==> src/gdad_pkg.sv <==
// Shared types, constants and calendar functions for the date stepper.
`default_nettype none
package gdad_pkg;

    localparam int unsigned YEAR_W   = 14;
    localparam int unsigned MONTH_W  = 4;
    localparam int unsigned DAY_W    = 5;
    localparam int unsigned WDAY_W   = 3;
    localparam int unsigned OUT_W    = YEAR_W + MONTH_W + DAY_W + WDAY_W + 1;
    localparam int unsigned M_DATA_W = ((OUT_W + 7) / 8) * 8;

    localparam logic [YEAR_W-1:0]  YEAR_MIN  = 14'd1;
    localparam logic [YEAR_W-1:0]  YEAR_MAX  = 14'd9999;
    localparam logic [MONTH_W-1:0] MONTH_JAN = 4'd1;
    localparam logic [MONTH_W-1:0] MONTH_FEB = 4'd2;
    localparam logic [MONTH_W-1:0] MONTH_MAR = 4'd3;
    localparam logic [MONTH_W-1:0] MONTH_DEC = 4'd12;
    localparam logic [MONTH_W-1:0] MONTHS_PER_YEAR = 4'd12;
    localparam logic [DAY_W-1:0]   DAY_FIRST = 5'd1;
    localparam logic [DAY_W-1:0]   DAY_LONG  = 5'd31;
    localparam logic [8:0]         YMOD_LAST = 9'd399;

    // Reciprocals for division by constants (exact over the ranges used)
    localparam logic [13:0] RECIP_400 = 14'd10486;  // y / 400 = (y * R) >> 22
    localparam logic [13:0] RECIP_100 = 14'd5243;   // y / 100 = (y * R) >> 19
    localparam logic [11:0] RECIP_7   = 12'd2341;   // h / 7   = (h * R) >> 14

    // Commands from the controller to the datapath
    typedef struct packed {
        logic load;      // capture request and sign/magnitude of offset
        logic yr_mul;    // year times reciprocal of 400
        logic yr_mod;    // year modulo 400
        logic step;      // one day step
        logic zel_a;     // Zeller: adjust month/year, century product
        logic zel_b;     // Zeller: century and year of century
        logic zel_c;     // Zeller: congruence sum
        logic zel_d;     // Zeller: sum times reciprocal of 7
        logic out_load;  // finish weekday and load result register
    } gdad_cmd_t;

    // Status from the datapath to the controller
    typedef struct packed {
        logic steps_done;
    } gdad_sts_t;

    // Leap year from the year modulo 400
    function automatic logic gdad_is_leap(input logic [8:0] ymod);
        logic by4;
        logic by100;
        by4   = (ymod[1:0] == 2'd0);
        by100 = (ymod == 9'd100) || (ymod == 9'd200) || (ymod == 9'd300);
        return (by4 && !by100);
    endfunction

    // Month length, leap-aware
    function automatic logic [DAY_W-1:0] gdad_month_len(input logic leap,
                                                       input logic [MONTH_W-1:0] mon);
        logic [DAY_W-1:0] len;
        unique case (mon)
            4'd2:                      len = leap ? 5'd29 : 5'd28;
            4'd4, 4'd6, 4'd9, 4'd11:   len = 5'd30;
            default:                   len = 5'd31;
        endcase
        return len;
    endfunction

    // Month term of Zeller's congruence: (13 * (m + 1)) / 5 for m in 3..14
    function automatic logic [5:0] gdad_zeller_month(input logic [MONTH_W-1:0] mz);
        logic [5:0] t;
        unique case (mz)
            4'd3:    t = 6'd10;
            4'd4:    t = 6'd13;
            4'd5:    t = 6'd15;
            4'd6:    t = 6'd18;
            4'd7:    t = 6'd20;
            4'd8:    t = 6'd23;
            4'd9:    t = 6'd26;
            4'd10:   t = 6'd28;
            4'd11:   t = 6'd31;
            4'd12:   t = 6'd33;
            4'd13:   t = 6'd36;
            4'd14:   t = 6'd39;
            default: t = 6'd0;
        endcase
        return t;
    endfunction

endpackage
`default_nettype wire

==> src/gregorian_date_add_days.sv <==
// An accepted request passes the year product and year modulo states, then the step
// loop, one day per cycle over N = days stepped (|offset|, fewer when the year bound stops
// stepping), then the weekday states and DONE, which waits for a free output register and
// loads the result. A new request is taken only after that load, also while a result waits.
// Reset: synchronous, active low; clears the state machine and the result valid flag.
`default_nettype none
module gregorian_date_add_days
    import gdad_pkg::*;
#(
    parameter int unsigned OFFSET_BITS = 16
) (
    input  wire logic                 aclk,
    input  wire logic                 aresetn,
    input  wire logic                 s_tvalid,
    output logic                      s_tready,
    // s_tdata: start_year[13:0], start_month[17:14], start_day[22:18],
    //          day_offset[22+OFFSET_BITS:23], zero padding above
    input  wire logic [((23 + OFFSET_BITS + 7) / 8) * 8 - 1:0] s_tdata,
    output logic                      m_tvalid,
    input  wire logic                 m_tready,
    // m_tdata: end_year[13:0], end_month[17:14], end_day[22:18], weekday[25:23],
    //          year_clamped[26], zero padding above
    output logic [M_DATA_W-1:0]       m_tdata
);

    localparam int unsigned OFF_LSB = YEAR_W + MONTH_W + DAY_W;

    gdad_cmd_t        cmd;
    gdad_sts_t        sts;
    logic [OUT_W-1:0] out_item;

    gdad_ctrl u_ctrl (
        .aclk     (aclk),
        .aresetn  (aresetn),
        .s_tvalid (s_tvalid),
        .s_tready (s_tready),
        .m_tvalid (m_tvalid),
        .m_tready (m_tready),
        .sts      (sts),
        .cmd      (cmd)
    );

    gdad_dp #(
        .OFFSET_BITS (OFFSET_BITS)
    ) u_dp (
        .aclk      (aclk),
        .cmd       (cmd),
        .sts       (sts),
        .in_year   (s_tdata[YEAR_W-1:0]),
        .in_month  (s_tdata[YEAR_W+MONTH_W-1:YEAR_W]),
        .in_day    (s_tdata[OFF_LSB-1:YEAR_W+MONTH_W]),
        .in_offset (s_tdata[OFF_LSB+OFFSET_BITS-1:OFF_LSB]),
        .out_item  (out_item)
    );

    assign m_tdata = {{(M_DATA_W - OUT_W){1'b0}}, out_item};

endmodule
`default_nettype wire

==> src/gdad_ctrl.sv <==
// Controller state machine for the date stepper.
`default_nettype none
module gdad_ctrl
    import gdad_pkg::*;
(
    input  wire logic      aclk,
    input  wire logic      aresetn,
    input  wire logic      s_tvalid,
    output logic           s_tready,
    output logic           m_tvalid,
    input  wire logic      m_tready,
    input  wire gdad_sts_t sts,
    output gdad_cmd_t      cmd
);

    typedef enum logic [8:0] {
        ST_IDLE  = 9'b000000001,
        ST_YMUL  = 9'b000000010,
        ST_YMOD  = 9'b000000100,
        ST_STEP  = 9'b000001000,
        ST_ZA    = 9'b000010000,
        ST_ZB    = 9'b000100000,
        ST_ZC    = 9'b001000000,
        ST_ZD    = 9'b010000000,
        ST_DONE  = 9'b100000000
    } gdad_state_t;

    gdad_state_t state_reg, state_next;
    logic        mvalid_reg, mvalid_next;
    logic        out_free;

    assign s_tready = (state_reg == ST_IDLE);
    assign m_tvalid = mvalid_reg;
    assign out_free = !mvalid_reg || m_tready;

    // Sequence the request through load, year modulo, stepping and weekday stages
    always_comb begin
        state_next = state_reg;
        cmd        = '0;
        unique case (state_reg)
            ST_IDLE: begin
                if (s_tvalid) begin
                    cmd.load   = 1'b1;
                    state_next = ST_YMUL;
                end
            end
            ST_YMUL: begin
                cmd.yr_mul = 1'b1;
                state_next = ST_YMOD;
            end
            ST_YMOD: begin
                cmd.yr_mod = 1'b1;
                state_next = ST_STEP;
            end
            ST_STEP: begin
                if (sts.steps_done) begin
                    state_next = ST_ZA;
                end else begin
                    cmd.step = 1'b1;
                end
            end
            ST_ZA: begin
                cmd.zel_a  = 1'b1;
                state_next = ST_ZB;
            end
            ST_ZB: begin
                cmd.zel_b  = 1'b1;
                state_next = ST_ZC;
            end
            ST_ZC: begin
                cmd.zel_c  = 1'b1;
                state_next = ST_ZD;
            end
            ST_ZD: begin
                cmd.zel_d  = 1'b1;
                state_next = ST_DONE;
            end
            ST_DONE: begin
                if (out_free) begin
                    cmd.out_load = 1'b1;
                    state_next   = ST_IDLE;
                end
            end
            default: begin
                state_next = ST_IDLE;
            end
        endcase
    end

    // Hold the result valid until taken
    always_comb begin
        mvalid_next = mvalid_reg;
        if (cmd.out_load) begin
            mvalid_next = 1'b1;
        end else if (m_tready) begin
            mvalid_next = 1'b0;
        end
    end

    always_ff @(posedge aclk) begin
        if (!aresetn) begin
            state_reg  <= ST_IDLE;
            mvalid_reg <= 1'b0;
        end else begin
            state_reg  <= state_next;
            mvalid_reg <= mvalid_next;
        end
    end

endmodule
`default_nettype wire

==> src/gdad_dp.sv <==
// Datapath for the date stepper: date registers, day step logic and weekday unit.
`default_nettype none
module gdad_dp
    import gdad_pkg::*;
#(
    parameter int unsigned OFFSET_BITS = 16
) (
    input  wire logic                   aclk,
    input  wire gdad_cmd_t              cmd,
    output gdad_sts_t                   sts,
    input  wire logic [YEAR_W-1:0]      in_year,
    input  wire logic [MONTH_W-1:0]     in_month,
    input  wire logic [DAY_W-1:0]       in_day,
    input  wire logic [OFFSET_BITS-1:0] in_offset,
    output logic [OUT_W-1:0]            out_item
);

    // Date and stepping state
    logic [YEAR_W-1:0]      y_reg, y_next;
    logic [MONTH_W-1:0]     m_reg, m_next;
    logic [DAY_W-1:0]       d_reg, d_next;
    logic [8:0]             ymod_reg, ymod_next;
    logic [OFFSET_BITS-1:0] cnt_reg, cnt_next;
    logic                   back_reg, back_next;
    logic                   clamp_reg, clamp_next;
    logic [26:0]            yprod_reg, yprod_next;

    // Weekday unit state
    logic [YEAR_W-1:0]      zy_reg, zy_next;
    logic [5:0]             zterm_reg, zterm_next;
    logic [26:0]            zprod_reg, zprod_next;
    logic [6:0]             j_reg, j_next;
    logic [6:0]             k_reg, k_next;
    logic [9:0]             h_reg, h_next;
    logic [20:0]            hprod_reg, hprod_next;
    logic [OUT_W-1:0]       out_reg, out_next;

    // Combinational helpers
    logic                   leap;
    logic [DAY_W-1:0]       len_cur;
    logic [DAY_W-1:0]       len_prev;
    logic [MONTH_W-1:0]     m_dec;
    logic [4:0]             q400;
    logic [YEAR_W-1:0]      q400_x;
    logic [YEAR_W-1:0]      ydiff;
    logic                   zwrap;
    logic [YEAR_W-1:0]      zy_c;
    logic [MONTH_W-1:0]     zm_c;
    logic [YEAR_W-1:0]      j100;
    logic [YEAR_W-1:0]      kdiff;
    logic [9:0]             j10;
    logic [6:0]             q7;
    logic [9:0]             q7_x;
    logic [9:0]             rem7;
    logic [WDAY_W-1:0]      wday;

    assign sts.steps_done = (cnt_reg == '0);
    assign out_item       = out_reg;

    assign leap     = gdad_is_leap(ymod_reg);
    assign m_dec    = m_reg - MONTH_JAN;
    assign len_cur  = gdad_month_len(leap, m_reg);
    assign len_prev = (m_reg == MONTH_JAN) ? DAY_LONG : gdad_month_len(leap, m_dec);

    // Year modulo 400 from the registered reciprocal product
    assign q400   = yprod_reg[26:22];
    assign q400_x = {9'd0, q400} * 14'd400;
    assign ydiff  = y_reg - q400_x;

    // Zeller: January and February count as months 13 and 14 of the prior year
    assign zwrap = (m_reg < MONTH_MAR);
    assign zy_c  = zwrap ? (y_reg - YEAR_MIN) : y_reg;
    assign zm_c  = zwrap ? (m_reg + MONTHS_PER_YEAR) : m_reg;

    // Century and year of century
    assign j100  = {7'd0, zprod_reg[25:19]} * 14'd100;
    assign kdiff = zy_reg - j100;
    assign j10   = {3'd0, j_reg};

    // Weekday from the congruence sum, remapped so that Sunday is zero
    assign q7   = hprod_reg[20:14];
    assign q7_x = {3'd0, q7} * 10'd7;
    assign rem7 = h_reg - q7_x;
    assign wday = (rem7[2:0] == 3'd0) ? 3'd6 : (rem7[2:0] - 3'd1);

    // Load the request, find the year modulo 400, then run the date step
    always_comb begin
        y_next     = y_reg;
        m_next     = m_reg;
        d_next     = d_reg;
        ymod_next  = ymod_reg;
        cnt_next   = cnt_reg;
        back_next  = back_reg;
        clamp_next = clamp_reg;
        yprod_next = yprod_reg;
        if (cmd.load) begin
            clamp_next = (in_year < YEAR_MIN) || (in_year > YEAR_MAX);
            if (in_year < YEAR_MIN) begin
                y_next = YEAR_MIN;
            end else if (in_year > YEAR_MAX) begin
                y_next = YEAR_MAX;
            end else begin
                y_next = in_year;
            end
            if (in_month == 4'd0) begin
                m_next = MONTH_JAN;
            end else if (in_month > MONTH_DEC) begin
                m_next = MONTH_DEC;
            end else begin
                m_next = in_month;
            end
            d_next    = in_day;
            back_next = in_offset[OFFSET_BITS-1];
            cnt_next  = in_offset[OFFSET_BITS-1]
                      ? (~in_offset) + {{(OFFSET_BITS-1){1'b0}}, 1'b1}
                      : in_offset;
        end
        if (cmd.yr_mul) begin
            yprod_next = {13'd0, y_reg} * {13'd0, RECIP_400};
        end
        if (cmd.yr_mod) begin
            ymod_next = ydiff[8:0];
        end
        if (cmd.step) begin
            cnt_next = cnt_reg - {{(OFFSET_BITS-1){1'b0}}, 1'b1};
            if (!back_reg) begin
                // Advance one day
                if (d_reg < len_cur) begin
                    d_next = d_reg + DAY_FIRST;
                end else if (m_reg == MONTH_DEC) begin
                    if (y_reg >= YEAR_MAX) begin
                        d_next     = DAY_LONG;
                        clamp_next = 1'b1;
                        cnt_next   = '0;
                    end else begin
                        m_next    = MONTH_JAN;
                        y_next    = y_reg + YEAR_MIN;
                        ymod_next = (ymod_reg == YMOD_LAST) ? 9'd0 : (ymod_reg + 9'd1);
                        d_next    = DAY_FIRST;
                    end
                end else begin
                    m_next = m_reg + MONTH_JAN;
                    d_next = DAY_FIRST;
                end
            end else begin
                // Go back one day
                if (d_reg > DAY_FIRST) begin
                    d_next = d_reg - DAY_FIRST;
                end else if (m_reg == MONTH_JAN) begin
                    if (y_reg <= YEAR_MIN) begin
                        d_next     = DAY_FIRST;
                        clamp_next = 1'b1;
                        cnt_next   = '0;
                    end else begin
                        m_next    = MONTH_DEC;
                        y_next    = y_reg - YEAR_MIN;
                        ymod_next = (ymod_reg == 9'd0) ? YMOD_LAST : (ymod_reg - 9'd1);
                        d_next    = len_prev;
                    end
                end else begin
                    m_next = m_dec;
                    d_next = len_prev;
                end
            end
        end
    end

    // Weekday unit, one stage per command
    always_comb begin
        zy_next    = zy_reg;
        zterm_next = zterm_reg;
        zprod_next = zprod_reg;
        j_next     = j_reg;
        k_next     = k_reg;
        h_next     = h_reg;
        hprod_next = hprod_reg;
        out_next   = out_reg;
        if (cmd.zel_a) begin
            zy_next    = zy_c;
            zterm_next = gdad_zeller_month(zm_c);
            zprod_next = {13'd0, zy_c} * {13'd0, RECIP_100};
        end
        if (cmd.zel_b) begin
            j_next = zprod_reg[25:19];
            k_next = kdiff[6:0];
        end
        if (cmd.zel_c) begin
            h_next = {5'd0, d_reg} + {4'd0, zterm_reg} + {3'd0, k_reg}
                   + {5'd0, k_reg[6:2]} + {5'd0, j_reg[6:2]}
                   + (j10 << 2) + j10;
        end
        if (cmd.zel_d) begin
            hprod_next = {11'd0, h_reg} * {9'd0, RECIP_7};
        end
        if (cmd.out_load) begin
            out_next = {clamp_reg, wday, d_reg, m_reg, y_reg};
        end
    end

    always_ff @(posedge aclk) begin
        y_reg     <= y_next;
        m_reg     <= m_next;
        d_reg     <= d_next;
        ymod_reg  <= ymod_next;
        cnt_reg   <= cnt_next;
        back_reg  <= back_next;
        clamp_reg <= clamp_next;
        yprod_reg <= yprod_next;
        zy_reg    <= zy_next;
        zterm_reg <= zterm_next;
        zprod_reg <= zprod_next;
        j_reg     <= j_next;
        k_reg     <= k_next;
        h_reg     <= h_next;
        hprod_reg <= hprod_next;
        out_reg   <= out_next;
    end

endmodule
`default_nettype wire

==> config.mk <==
export PLATFORM = sky130hd
export DESIGN_NAME = gregorian_date_add_days
export DESIGN_NICKNAME = d
export VERILOG_FILES = /design/src/gdad_pkg.sv /design/src/gregorian_date_add_days.sv /design/src/gdad_ctrl.sv /design/src/gdad_dp.sv
export SDC_FILE = /design/constraint.sdc
export NUM_CORES = 1
export LEC_CHECK = 0
export ABC_AREA = 1
export BUFFER_PORTS_ARGS = -buffer_cell sky130_fd_sc_hd__buf_4
export CAP_MARGIN = 20
export CELL_PAD_IN_SITES_DETAIL_PLACEMENT = 0
export CELL_PAD_IN_SITES_GLOBAL_PLACEMENT = 1
export CORE_ASPECT_RATIO = 0.8
export CORE_MARGIN = 4
export CORE_UTILIZATION = 40
export DETAILED_ROUTE_END_ITERATION = 10
export GPL_TIMING_DRIVEN = 0
export HOLD_SLACK_MARGIN = 0.08
export PLACE_DENSITY_LB_ADDON = 0.1
export SYNTH_ARGS = -nofsm -noshare
export SYNTH_HDL_FRONTEND = slang
export SYNTH_SLANG_ARGS = --single-unit
==> constraint.sdc <==
create_clock -name aclk -period 8.4 [get_ports aclk]
set_clock_uncertainty 0.05 [all_clocks]
set_input_delay 0.84 -clock aclk [delete_from_list [all_inputs] [get_ports aclk]]
set_output_delay 0.84 -clock aclk [all_outputs]
set_load 0.01 [all_outputs]
==> metrics <==
status complete, no violations; Num CTS Buffers 17; fill count around 4700; full die area 0.0508 mm2; synth unique cells 50; Clock Sinks about 140; First DRT Iteration DRCs between 900 and 1000; placed cells around 3000; nets 2944; Initial DRT Pass Iterations 5; Port Buffers slightly above 70; WP data arrival around 7.6 ns; non-filler instance count after layout ~3000; chip height roughly 200 um; Post-CTS Setup Inserts 0; Final Wtd Congestion 0.888; global-route wire length before repair between 80000 and 90000 um; largest cells by area after synthesis ha_1 (21%), fa_1 (17%), edfxtp_1 (16%); largest net degree at the start of global routing 25; total gr overflow 0; Max Slew Vio Count 0; final hold vios 0; Post-synth EDFFs between 100 and 150; Top Ports between 70 and 80; Netlist Area Pre-Place 0.0189 mm2; WP data required 8.52 ns; sequential share of the synthesized area between 20% and 30%; # DRC 0; Core Area between 0.04 and 0.05 mm2; ys async rst share 0%; Yosys top cell area share between 20% and 30%; Setup Viol. Count Final 0; hold slack ~0.38 ns; fmax 133 MHz; Slew headroom a little under a third; max cap viols 0; Worst-Margin Slew between 1 and 1.5 ns; CTS Hold Bufs 0; final worst-path cycle share approximately nine tenths; Synth Instances between 2000 and 2500; Initial Util between 40% and 50%; crit path kind reg -> reg; synthesis-to-layout area growth 11.0%; min cycle time layout between 7 and 8 ns; Largest register FFs 27; setup TNS 0 ns; wirelength, routed 52300 um; All-Layer GR Usage a little over a fifth; Clk Latency, worst-skew pair about 0.43 ns; RSZ-0062 raised after global routing false; HPWL after DPL between 40000 and 50000 um; Hold Crit Class reg -> reg; Most used DFF post-synth edfxtp_1; most common cell in the netlist inv_1; vias in the first global route ~15000; PostCTS Resize Cnt 0; crit end category flop; Setup crit start kind flop; H-tree depth 4; Yosys top cell by area ha_1; drt wl/cell around 17 um; initial antenna violation count 2; DRT antenna net count 0; clock root cell clkbuf_16; CP Max Fanout 10; ANT cells 0; CTS Buffer Depth 2; FF+latch count, synth 139; Post-synth top cells inv_1 (482), nand2_1 (428), ha_1 (322); vias 15100; Via density 4.97; CTS tree yes; die width about 250 um; Syn Area/Cell 8.17 um2; synth warn 0; row cnt 70; share of layout cells above drive strength 1 under 10%; Reg clk slew, reported paths 0.06 ns
## kinds of logic (layout without fill, tap and decap cells)
kind of cell / after synthesis / after routing / share of synthesized area [%]
and+or+nand+nor: 770 / 770 / 17.6
DFF: 139 / 139 / 20.1
adders and majority gates: 481 / 481 / 38.2
other: 1 / 5 / 0.0199
xor gates and xnor gates: 102 / 102 / 4.73
AOI/OAI and AO/OA: 292 / 292 / 8.43
buffers and inverters: 527 / 643 / 10.9
## worst max-delay path, cell delays in order (launching register included)
cell,delay (ns)
dfxtp_1,0.69
inv_1,0.43
ha_1,0.31
nand2_1,0.07
nand3_1,0.17
nand3_1,0.19
nand4_1,0.12
xor2_1,0.18
o21ai_1,0.64
inv_1,0.25
fa_1,0.52
ha_1,0.32
fa_1,0.49
inv_1,0.06
fa_1,0.54
fa_1,0.56
inv_1,0.04
ha_1,0.33
nand4_1,0.14
nor3_1,0.22
nand3b_1,0.11
nand3_1,0.23
a21oi_1,0.12
xor2_1,0.44
## metrics by stage
stage                     instance area [um2]  util [%]  setup WS (ns)
after floorplan                         18900         -           2.41
after global placement                  20200      43.7          0.723
after detailed placement                20300      44.0          0.851
after CTS                               20900      45.3          0.812
after global routing                    21000      45.4          0.421
final                                   21000      45.4          0.907
## layer usage
metal,share of wire [%],GRT usage (%)
met5,0,0
met4,1.3,3.57
met3,4.2,2.61
met2,44,33.2
met1,50,31.0
## area by class of cell
class,instances,area [um2],share of cell area (%)
Inverter,491,1840,8.80
Timing Repair Buffer,84,648,3.09
Multi-Input combinational cell,1650,13100,62.3
Tap cell,612,766,3.66
Sequential cell,139,3790,18.1
Buffer,36,221,1.06
Clock buffer,18,429,2.05
Clock inverter,14,194,0.926
## placed cells by master, fill, tap and decap left out, drive strengths merged, types with 2 or more instances in the layout
master,n
nand3,109
o31ai,3
dfxtp,38
nor2,142
nand2,437
nand4,23
and2,8
a31oi,7
o211ai,3
nor3,25
nor4,14
nor3b,4
o21a,6
fa,159
clkinv,5
a21oi,114
buf,112
edfxtp,101
o311ai,2
clkinvlp,3
conb,5
o22ai,7
a21o,10
ha,322
xor2,70
bufinv,4
xnor2,32
inv,493
or2,4
nand3b,4
o21bai,8
a211oi,2
o21ai,126
clkbuf,26
## path summary, 6_finish.rpt
kind / start / to / slack [ns] / depth (start not counted)
hold reg to reg: u_dp.clamp_reg / u_dp.out_item[26] / 0.38 / 0
setup / recovery: u_dp.y_reg[2] / u_dp.zprod_reg[25] / 0.91 / 23
hold / removal: u_dp.clamp_reg / u_dp.out_item[26] / 0.38 / 0
setup reg to reg: u_dp.y_reg[2] / u_dp.zprod_reg[25] / 0.91 / 23
Power is left out: the tool's default activity adds up to more than one toggle a clock period on the data nets, which glitch-free logic cannot reach.
